`src/rtl/plst_pkg.sv`:
```
// Package for the positional list engine: request, status and state codes,
// and the control word broadcast to the row of storage cells. No dependencies.
package plst_pkg;

   localparam int VAL_W  = 32;
   localparam int TYPE_W = 3;
   localparam int POS_W  = 8;
   localparam int STAT_W = 2;
   localparam int EC_W   = 5;
   localparam int IDX_W  = 6;

   typedef enum logic [TYPE_W-1:0] {
      REQ_INS_FRONT = 3'd0,
      REQ_INS_BACK  = 3'd1,
      REQ_DEL_FRONT = 3'd2,
      REQ_DEL_BACK  = 3'd3,
      REQ_INS_AT    = 3'd4,
      REQ_DEL_AT    = 3'd5,
      REQ_READ_ALL  = 3'd6
   } req_code_type;

   typedef enum logic [STAT_W-1:0] {
      STAT_OK     = 2'd0,
      STAT_EMPTY  = 2'd1,
      STAT_BADPOS = 2'd2,
      STAT_FULL   = 2'd3
   } status_type;

   typedef enum logic [1:0] {
      CELL_HOLD   = 2'd0,
      CELL_INSERT = 2'd1,
      CELL_REMOVE = 2'd2,
      CELL_ROTATE = 2'd3
   } cell_op_type;

   typedef enum logic {
      FSM_IDLE = 1'b0,
      FSM_READ = 1'b1
   } fsm_type;

   typedef struct packed {
      cell_op_type        op;
      logic [IDX_W-1:0]   idx;
      logic [IDX_W-1:0]   tail;
   } cell_ctrl_type;

endpackage

```
`src/rtl/plst_cell.sv`:
```
// One storage cell of the list row: holds one element and loads from its
// left or right neighbor, the insert value or the head. Depends on plst_pkg.
module plst_cell (
   input  logic                           clock,
   input  plst_pkg::cell_ctrl_type        ctrl,
   input  logic [plst_pkg::IDX_W-1:0]     cell_index,
   input  logic [plst_pkg::VAL_W-1:0]     ins_value,
   input  logic [plst_pkg::VAL_W-1:0]     head_value,
   input  logic [plst_pkg::VAL_W-1:0]     left_value,
   input  logic [plst_pkg::VAL_W-1:0]     right_value,
   output logic [plst_pkg::VAL_W-1:0]     value
);
   import plst_pkg::*;

   logic [VAL_W-1:0] value_ff;
   logic [VAL_W-1:0] value_in;

   always_comb begin
      value_in = value_ff;
      case (ctrl.op)
         CELL_INSERT: begin
            if (cell_index == ctrl.idx) begin
               value_in = ins_value;
            end else if (cell_index > ctrl.idx) begin
               value_in = left_value;
            end
         end
         CELL_REMOVE: begin
            if (cell_index >= ctrl.idx) begin
               value_in = right_value;
            end
         end
         CELL_ROTATE: begin
            if (cell_index == ctrl.tail) begin
               value_in = head_value;
            end else if (cell_index < ctrl.tail) begin
               value_in = right_value;
            end
         end
         default: value_in = value_ff;
      endcase
   end

   always_ff @(posedge clock) begin
      value_ff <= value_in;
   end

   assign value = value_ff;

endmodule

```
`src/rtl/plst_chain.sv`:
```
// Row of list cells wired to their neighbors; slot 0 is the head.
// Depends on plst_pkg and plst_cell.
module plst_chain #(
   parameter int CAPACITY = 16
) (
   input  logic                           clock,
   input  plst_pkg::cell_ctrl_type        ctrl,
   input  logic [plst_pkg::VAL_W-1:0]     ins_value,
   output logic [plst_pkg::VAL_W-1:0]     head_value
);
   import plst_pkg::*;

   logic [VAL_W-1:0] val_w [CAPACITY];

   for (genvar i = 0; i < CAPACITY; i++) begin : g_cell
      logic [VAL_W-1:0] left_w;
      logic [VAL_W-1:0] right_w;

      if (i == 0) begin : g_first
         assign left_w = ins_value;
      end else begin : g_mid_l
         assign left_w = val_w[i-1];
      end

      if (i == CAPACITY - 1) begin : g_last
         assign right_w = val_w[i];
      end else begin : g_mid_r
         assign right_w = val_w[i+1];
      end

      plst_cell u_cell (
         .clock       (clock),
         .ctrl        (ctrl),
         .cell_index  (IDX_W'(i)),
         .ins_value   (ins_value),
         .head_value  (val_w[0]),
         .left_value  (left_w),
         .right_value (right_w),
         .value       (val_w[i])
      );
   end

   assign head_value = val_w[0];

endmodule

```
`src/rtl/positional_list_engine_core.sv`:
```
// Top level of the positional list engine: request decode, length tracking,
// read-out sequencer and result register. Depends on plst_pkg and plst_chain.
//
// Keeps an ordered list of up to CAPACITY signed 32-bit values in a row of
// cells, head in cell 0. Insert and delete requests shift the cells and give
// one result transaction each; with the result taken every cycle, one such
// request is accepted per clock. A read-all of L elements gives L results,
// one per cycle while the result is taken, as the row rotates its first L
// cells past the head; no request is accepted until the last of them is
// registered. Reading an empty list gives a single result with status empty.
// Rejected requests leave the list unchanged. element_count is the list
// length after the request, taken modulo 32.
module positional_list_engine_core #(
   parameter int CAPACITY = 16
) (
   input  logic                                clock,
   input  logic                                reset,
   input  logic                                req_valid,
   output logic                                req_stall,
   input  logic [plst_pkg::TYPE_W-1:0]         req_type,
   input  logic signed [plst_pkg::VAL_W-1:0]   req_value,
   input  logic [plst_pkg::POS_W-1:0]          req_position,
   output logic                                rsp_valid,
   input  logic                                rsp_stall,
   output logic [plst_pkg::STAT_W-1:0]         rsp_status,
   output logic [plst_pkg::EC_W-1:0]           rsp_element_count,
   output logic signed [plst_pkg::VAL_W-1:0]   rsp_read_value,
   output logic                                rsp_last_result
);
   import plst_pkg::*;

   localparam int IW   = $clog2(CAPACITY);
   localparam int CW   = $clog2(CAPACITY + 1);
   localparam int CMPW = ((CW > POS_W) ? CW : POS_W) + 1;

   fsm_type           state_ff, state_in;
   logic [CW-1:0]     len_ff, len_in;
   logic [IW-1:0]     cnt_ff, cnt_in;
   logic              rsp_valid_ff, rsp_valid_in;
   status_type        status_ff, status_in;
   logic [EC_W-1:0]   count_ff, count_in;
   logic [VAL_W-1:0]  rdval_ff, rdval_in;
   logic              last_ff, last_in;

   cell_ctrl_type     ctrl;
   logic [VAL_W-1:0]  head_w;
   logic              accept;
   logic              out_free;
   logic              load;
   logic              full;
   logic              empty;
   logic [CMPW-1:0]   pos_ext;
   logic [CMPW-1:0]   len_ext;
   logic [IW-1:0]     tail_w;

   plst_chain #(
      .CAPACITY (CAPACITY)
   ) u_chain (
      .clock      (clock),
      .ctrl       (ctrl),
      .ins_value  (req_value),
      .head_value (head_w)
   );

   assign out_free  = !rsp_valid_ff || !rsp_stall;
   assign req_stall = (state_ff == FSM_READ) || !out_free;
   assign accept    = req_valid && !req_stall;
   assign full      = (len_ff == CW'(CAPACITY));
   assign empty     = (len_ff == '0);
   assign pos_ext   = CMPW'(req_position);
   assign len_ext   = CMPW'(len_ff);
   assign tail_w    = IW'(len_ff - CW'(1));

   always_comb begin
      state_in  = state_ff;
      len_in    = len_ff;
      cnt_in    = cnt_ff;
      load      = 1'b0;
      status_in = status_ff;
      count_in  = count_ff;
      rdval_in  = rdval_ff;
      last_in   = last_ff;
      ctrl.op   = CELL_HOLD;
      ctrl.idx  = '0;
      ctrl.tail = IDX_W'(tail_w);

      unique case (state_ff)
         FSM_IDLE: begin
            if (accept) begin
               load      = 1'b1;
               status_in = STAT_OK;
               rdval_in  = '0;
               last_in   = 1'b1;
               case (req_type)
                  REQ_INS_FRONT, REQ_INS_BACK: begin
                     if (full) begin
                        status_in = STAT_FULL;
                     end else begin
                        ctrl.op  = CELL_INSERT;
                        ctrl.idx = (req_type == REQ_INS_FRONT) ? '0 : IDX_W'(len_ff);
                        len_in   = len_ff + CW'(1);
                     end
                  end
                  REQ_DEL_FRONT, REQ_DEL_BACK: begin
                     if (empty) begin
                        status_in = STAT_EMPTY;
                     end else begin
                        ctrl.op  = CELL_REMOVE;
                        ctrl.idx = (req_type == REQ_DEL_FRONT) ? '0 : IDX_W'(tail_w);
                        len_in   = len_ff - CW'(1);
                     end
                  end
                  REQ_INS_AT: begin
                     if ((req_position == '0) || (pos_ext > len_ext + CMPW'(1))) begin
                        status_in = STAT_BADPOS;
                     end else if (full) begin
                        status_in = STAT_FULL;
                     end else begin
                        ctrl.op  = CELL_INSERT;
                        ctrl.idx = IDX_W'(req_position - POS_W'(1));
                        len_in   = len_ff + CW'(1);
                     end
                  end
                  REQ_DEL_AT: begin
                     if ((req_position == '0) || (pos_ext > len_ext)) begin
                        status_in = STAT_BADPOS;
                     end else begin
                        ctrl.op  = CELL_REMOVE;
                        ctrl.idx = IDX_W'(req_position - POS_W'(1));
                        len_in   = len_ff - CW'(1);
                     end
                  end
                  REQ_READ_ALL: begin
                     if (empty) begin
                        status_in = STAT_EMPTY;
                     end else begin
                        load     = 1'b0;
                        cnt_in   = '0;
                        state_in = FSM_READ;
                     end
                  end
                  default: status_in = STAT_OK;
               endcase
               count_in = EC_W'(len_in);
            end
         end
         FSM_READ: begin
            if (out_free) begin
               load      = 1'b1;
               status_in = STAT_OK;
               count_in  = EC_W'(len_ff);
               rdval_in  = head_w;
               last_in   = (cnt_ff == tail_w);
               ctrl.op   = CELL_ROTATE;
               cnt_in    = cnt_ff + IW'(1);
               if (cnt_ff == tail_w) begin
                  state_in = FSM_IDLE;
               end
            end
         end
         default: state_in = FSM_IDLE;
      endcase

      rsp_valid_in = load ? 1'b1 : (rsp_valid_ff && rsp_stall);
   end

   always_ff @(posedge clock) begin
      if (reset) begin
         state_ff     <= FSM_IDLE;
         len_ff       <= '0;
         cnt_ff       <= '0;
         rsp_valid_ff <= 1'b0;
      end else begin
         state_ff     <= state_in;
         len_ff       <= len_in;
         cnt_ff       <= cnt_in;
         rsp_valid_ff <= rsp_valid_in;
      end
   end

   always_ff @(posedge clock) begin
      status_ff <= status_in;
      count_ff  <= count_in;
      rdval_ff  <= rdval_in;
      last_ff   <= last_in;
   end

   assign rsp_valid         = rsp_valid_ff;
   assign rsp_status        = status_ff;
   assign rsp_element_count = count_ff;
   assign rsp_read_value    = rdval_ff;
   assign rsp_last_result   = last_ff;

endmodule
```
`config.mk`:
```
export PLATFORM = sky130hd
export DESIGN_NAME = positional_list_engine_core
export DESIGN_NICKNAME = d
export VERILOG_FILES = /design/src/rtl/plst_pkg.sv /design/src/rtl/plst_cell.sv /design/src/rtl/plst_chain.sv /design/src/rtl/positional_list_engine_core.sv
export SDC_FILE = /design/constraint.sdc
export NUM_CORES = 2
export LEC_CHECK = 0
export BUFFER_PORTS_ARGS = -buffer_cell sky130_fd_sc_hd__buf_4
export CORE_MARGIN = 8
export CORE_UTILIZATION = 50
export DETAILED_ROUTE_END_ITERATION = 10
export GPL_TIMING_DRIVEN = 0
export PLACE_DENSITY = 0.68
export SLEW_MARGIN = 15
export SYNTH_ARGS = -nofsm -noshare
export SYNTH_HDL_FRONTEND = slang
export SYNTH_SLANG_ARGS = --single-unit
```
`constraint.sdc`:
```
create_clock -name clock -period 14.3 [get_ports clock]
set_clock_uncertainty 0.1 [all_clocks]
set_input_delay 4.29 -clock clock [delete_from_list [all_inputs] [get_ports clock]]
set_output_delay 4.29 -clock clock [all_outputs]
set_load 0.02 [all_outputs]
```
==> flow_summary_export.csv <==
group,metric,value,unit
status,status,"completed",
critical_path,cp_max_fo,5,
global_routing,grt_pass1_vias,30649,
sta,worst_slew_pin_slew,1.408,ns
die,die-area,72680,um2
detailed_routing,wire_per_inst,41.67,um
die,die_y,269.6,um
synthesis,synth-seq-cells,563,
critical_path,cp-start-kind,"input port",
clocking,clock-sinks,563,
detailed_routing,drc,0,
synthesis,synth_enable_flop_cells,552,
synthesis,async_flop_share,0,
detailed_routing,vias,32245,
sta,fin_crit_sh,0.6570,
synthesis,synth_top_area_frac,0.5155,
synthesis,synth.area.top_cells,"edfxtp_1 (52%), a22oi_1 (9.4%), mux2i_1 (8.0%)",
sta,slew_violations,0,
detailed_routing,dr.pass1.iters,9,
flow_run,maxCapViolations,0,
critical_path,cp-startpoint,"rsp_stall",
sta,slew_headroom,0.05794,
synthesis,ys_seq_area_frac,0.5224,
die,ioPinCount,89,
power_and_ir_drop,p_leak,13.04,nW
synthesis,yosysWarnings,0,
global_routing,grt_max_degree,41,
clocking,clockRootBuffer,"clkbuf_16",
clocking,cts_buffers,66,
sta,worst_slack,4.905,ns
cells_and_area,final_cell_mix,"edfxtp_1 (552), a22oi_1 (401), clkbuf_1 (291)",
power_and_ir_drop,irDropWorstVdd,0.00009992,V
critical_path,critPathRequiredTime,9.91,ns
clocking,post_cts_buffers,0,
critical_path,worstPathArrival,5.00,ns
detailed_routing,viasPerCell,7.882,
detailed_routing,detail_route.wirelength,170.5,mm
clocking,htreeDepth,3,
hold_path,hold_path.class,"flop to flop",
synthesis,synth_ff_type,"edfxtp_1",
clocking,clk_path_buf_depth,3,
synthesis,synth_cells,2992,
detailed_routing,drt_iter0_drc,6731,
synthesis,synth_area_per_cell,10.75,um2
synthesis,synth_nets,3057,
synthesis,ys_types,69,
detailed_routing,drtAntennaViolNets,0,
die,die_w,269.6,um
synthesis,synth_area_leader_cell,"edfxtp_1",
sta,setup_tns,0,ns
global_routing,grt.overflow.total,0,
global_routing,grt_first_pass_wirelength,234.1,mm
sta,max_freq,106.4,MHz
clocking,clk_pin_slew,0.06,ns
synthesis,syn_area,32150,um2
sta,rsz0062_at_grt,"false",
power_and_ir_drop,p_total,4.630,mW
cells_and_area,final_common_cell,"edfxtp_1",
sta,finalHoldViolCount,0,
sta,setup_viol,0,
cells_and_area,layout.nets,3247,
die,core,64000,um2
placed_design,postPlaceCellArea,34750,um2
cells_and_area,drive_gt1_frac,0.1015,
die,start_util,0.5024,
clocking,cts_tree,"done",
hold_path,min_from,"cnt_ff[1]$_SDFFE_PP0P_",
placed_design,dpl.cell_count,3969,
critical_path,crit_path_end_kind,"primary output",
clocking,hold_buffers,0,
die,rows,93,
global_routing,grt_usage,0.4472,
placed_design,io_buffers,86,
cells_and_area,fill_cells,5574,
power_and_ir_drop,power-per-cell-area,125.6,nW/um2
clocking,clk_latency,0.63,ns
placed_design,place.gp.congestion,1.037,
critical_path,critPathKind,"input port to primary output",
cells_and_area,final_area,36860,um2
global_routing,antenna_found_initial,8,
placed_design,dp_hpwl,118.5,mm
placed_design,pre_cts_ws,4.786,ns
cells_and_area,final_cells,4091,
clocking,post_cts_resized,0,
critical_path,reg2reg_from,"len_ff[0]$_SDFFE_PP0P_",
cells_and_area,area_growth,14.63,%
sta,min_period,9.395,ns
## per-layer routing
metal | GRT usage | routed length, um | up-vias
met4 | 0.2844 | 13000 | 8
met1 | 0.5703 | 59920 | 15544
met3 | 0.1921 | 29100 | 801
li1 | - | - | 12307
met5 | 0 | 105 | -
met2 | 0.6164 | 68330 | 3585
## cell families (layout without fill, tap and decap cells)
family,after synthesis,in the layout,share of synthesized area
AOI/OAI and AO/OA,1173,1173,0.2512
xor gates and xnor gates,16,16,0.004358
DFF,563,563,0.5224
and+or+nand+nor,573,573,0.08429
adders and majority gates,18,18,0.007005
buffers and inverters,392,630,0.05070
muxes,257,257,0.08005
other,0,6,0
## critical path, cell delays in order
cell and delay (ns):
buf_4 0.14, a21oi_1 0.29, inv_1 0.11, buf_4 0.18
## final timing paths
check	endpoint	cells after the start	slack (ns)
min reg2reg	cnt_ff[1]$_SDFFE_PP0P_	2	0.44
min	cnt_ff[1]$_SDFFE_PP0P_	2	0.44
max	req_stall	4	4.91
max reg2reg	u_chain.g_cell[9].u_cell.value[12]$_DFFE_PP_	20	6.95
## report_power, final
group	leakage (nW)	switching, mW	internal (mW)
Clock	1.02	0.757	0.966
Sequential	5.18	0.0690	2.00
Combinational	6.84	0.604	0.234
Total	13.0	1.43	3.20
## synthesized netlist by cell type (3+ instances only)
| cell type | count |
|---|---|
| a2111oi_0 | 3 |
| a211oi_1 | 5 |
| a21o_1 | 5 |
| a21oi_1 | 39 |
| a221o_1 | 32 |
| a221oi_1 | 20 |
| a22oi_1 | 401 |
| a31oi_1 | 99 |
| a41oi_1 | 60 |
| and2_1 | 68 |
| and3_1 | 12 |
| buf_1 | 26 |
| buf_2 | 43 |
| buf_4 | 22 |
| buf_6 | 3 |
| clkbuf_1 | 280 |
| dfxtp_1 | 11 |
| edfxtp_1 | 552 |
| ha_1 | 18 |
| inv_1 | 17 |
| mux2i_1 | 256 |
| nand2_1 | 206 |
| nand2b_1 | 4 |
| nand3_1 | 150 |
| nand4_1 | 14 |
| nor2_1 | 75 |
| nor3_1 | 25 |
| nor4_1 | 3 |
| o211ai_1 | 157 |
| o21a_1 | 3 |
| o21ai_0 | 241 |
| o21ai_1 | 75 |
| o22a_1 | 3 |
| o22ai_1 | 8 |
| o2bb2ai_1 | 3 |
| or2_2 | 3 |
| xnor2_1 | 12 |
| xor2_1 | 4 |
## stage by stage
stage	hold WS (ns)	util
finish	0.4389	0.5759
global route	0.4642	0.5757
CTS	0.4374	0.5756
detailed placement	0.4287	0.5430
global placement	0.4156	0.5292
floorplan	0.3917	-
## flip-flops by register name (all words and copies together), names as in the netlist
signal                       count
u_chain.g_cell.u_cell.value    512
rsp_read_value                  32
len_ff                           5
rsp_element_count                5
cnt_ff                           4
rsp_status                       2
rsp_last_result                  1
rsp_valid                        1
state_ff                         1
## final cells by class
cell class | count | area [um2] | share of cell area
flip-flops and latches | 563 | 16800 | 0.4557
multi-input cells | 2037 | 13970 | 0.3790
clock buffers | 82 | 1754 | 0.04759
plain buffers | 374 | 1567 | 0.04250
repair buffers | 122 | 1287 | 0.03493
well taps | 855 | 1070 | 0.02902
clock inverters | 34 | 332.8 | 0.009030
inverters | 18 | 67.56 | 0.001833
diodes | 6 | 15.01 | 0.0004074
Note: power is estimated with default switching activity, not from simulation.
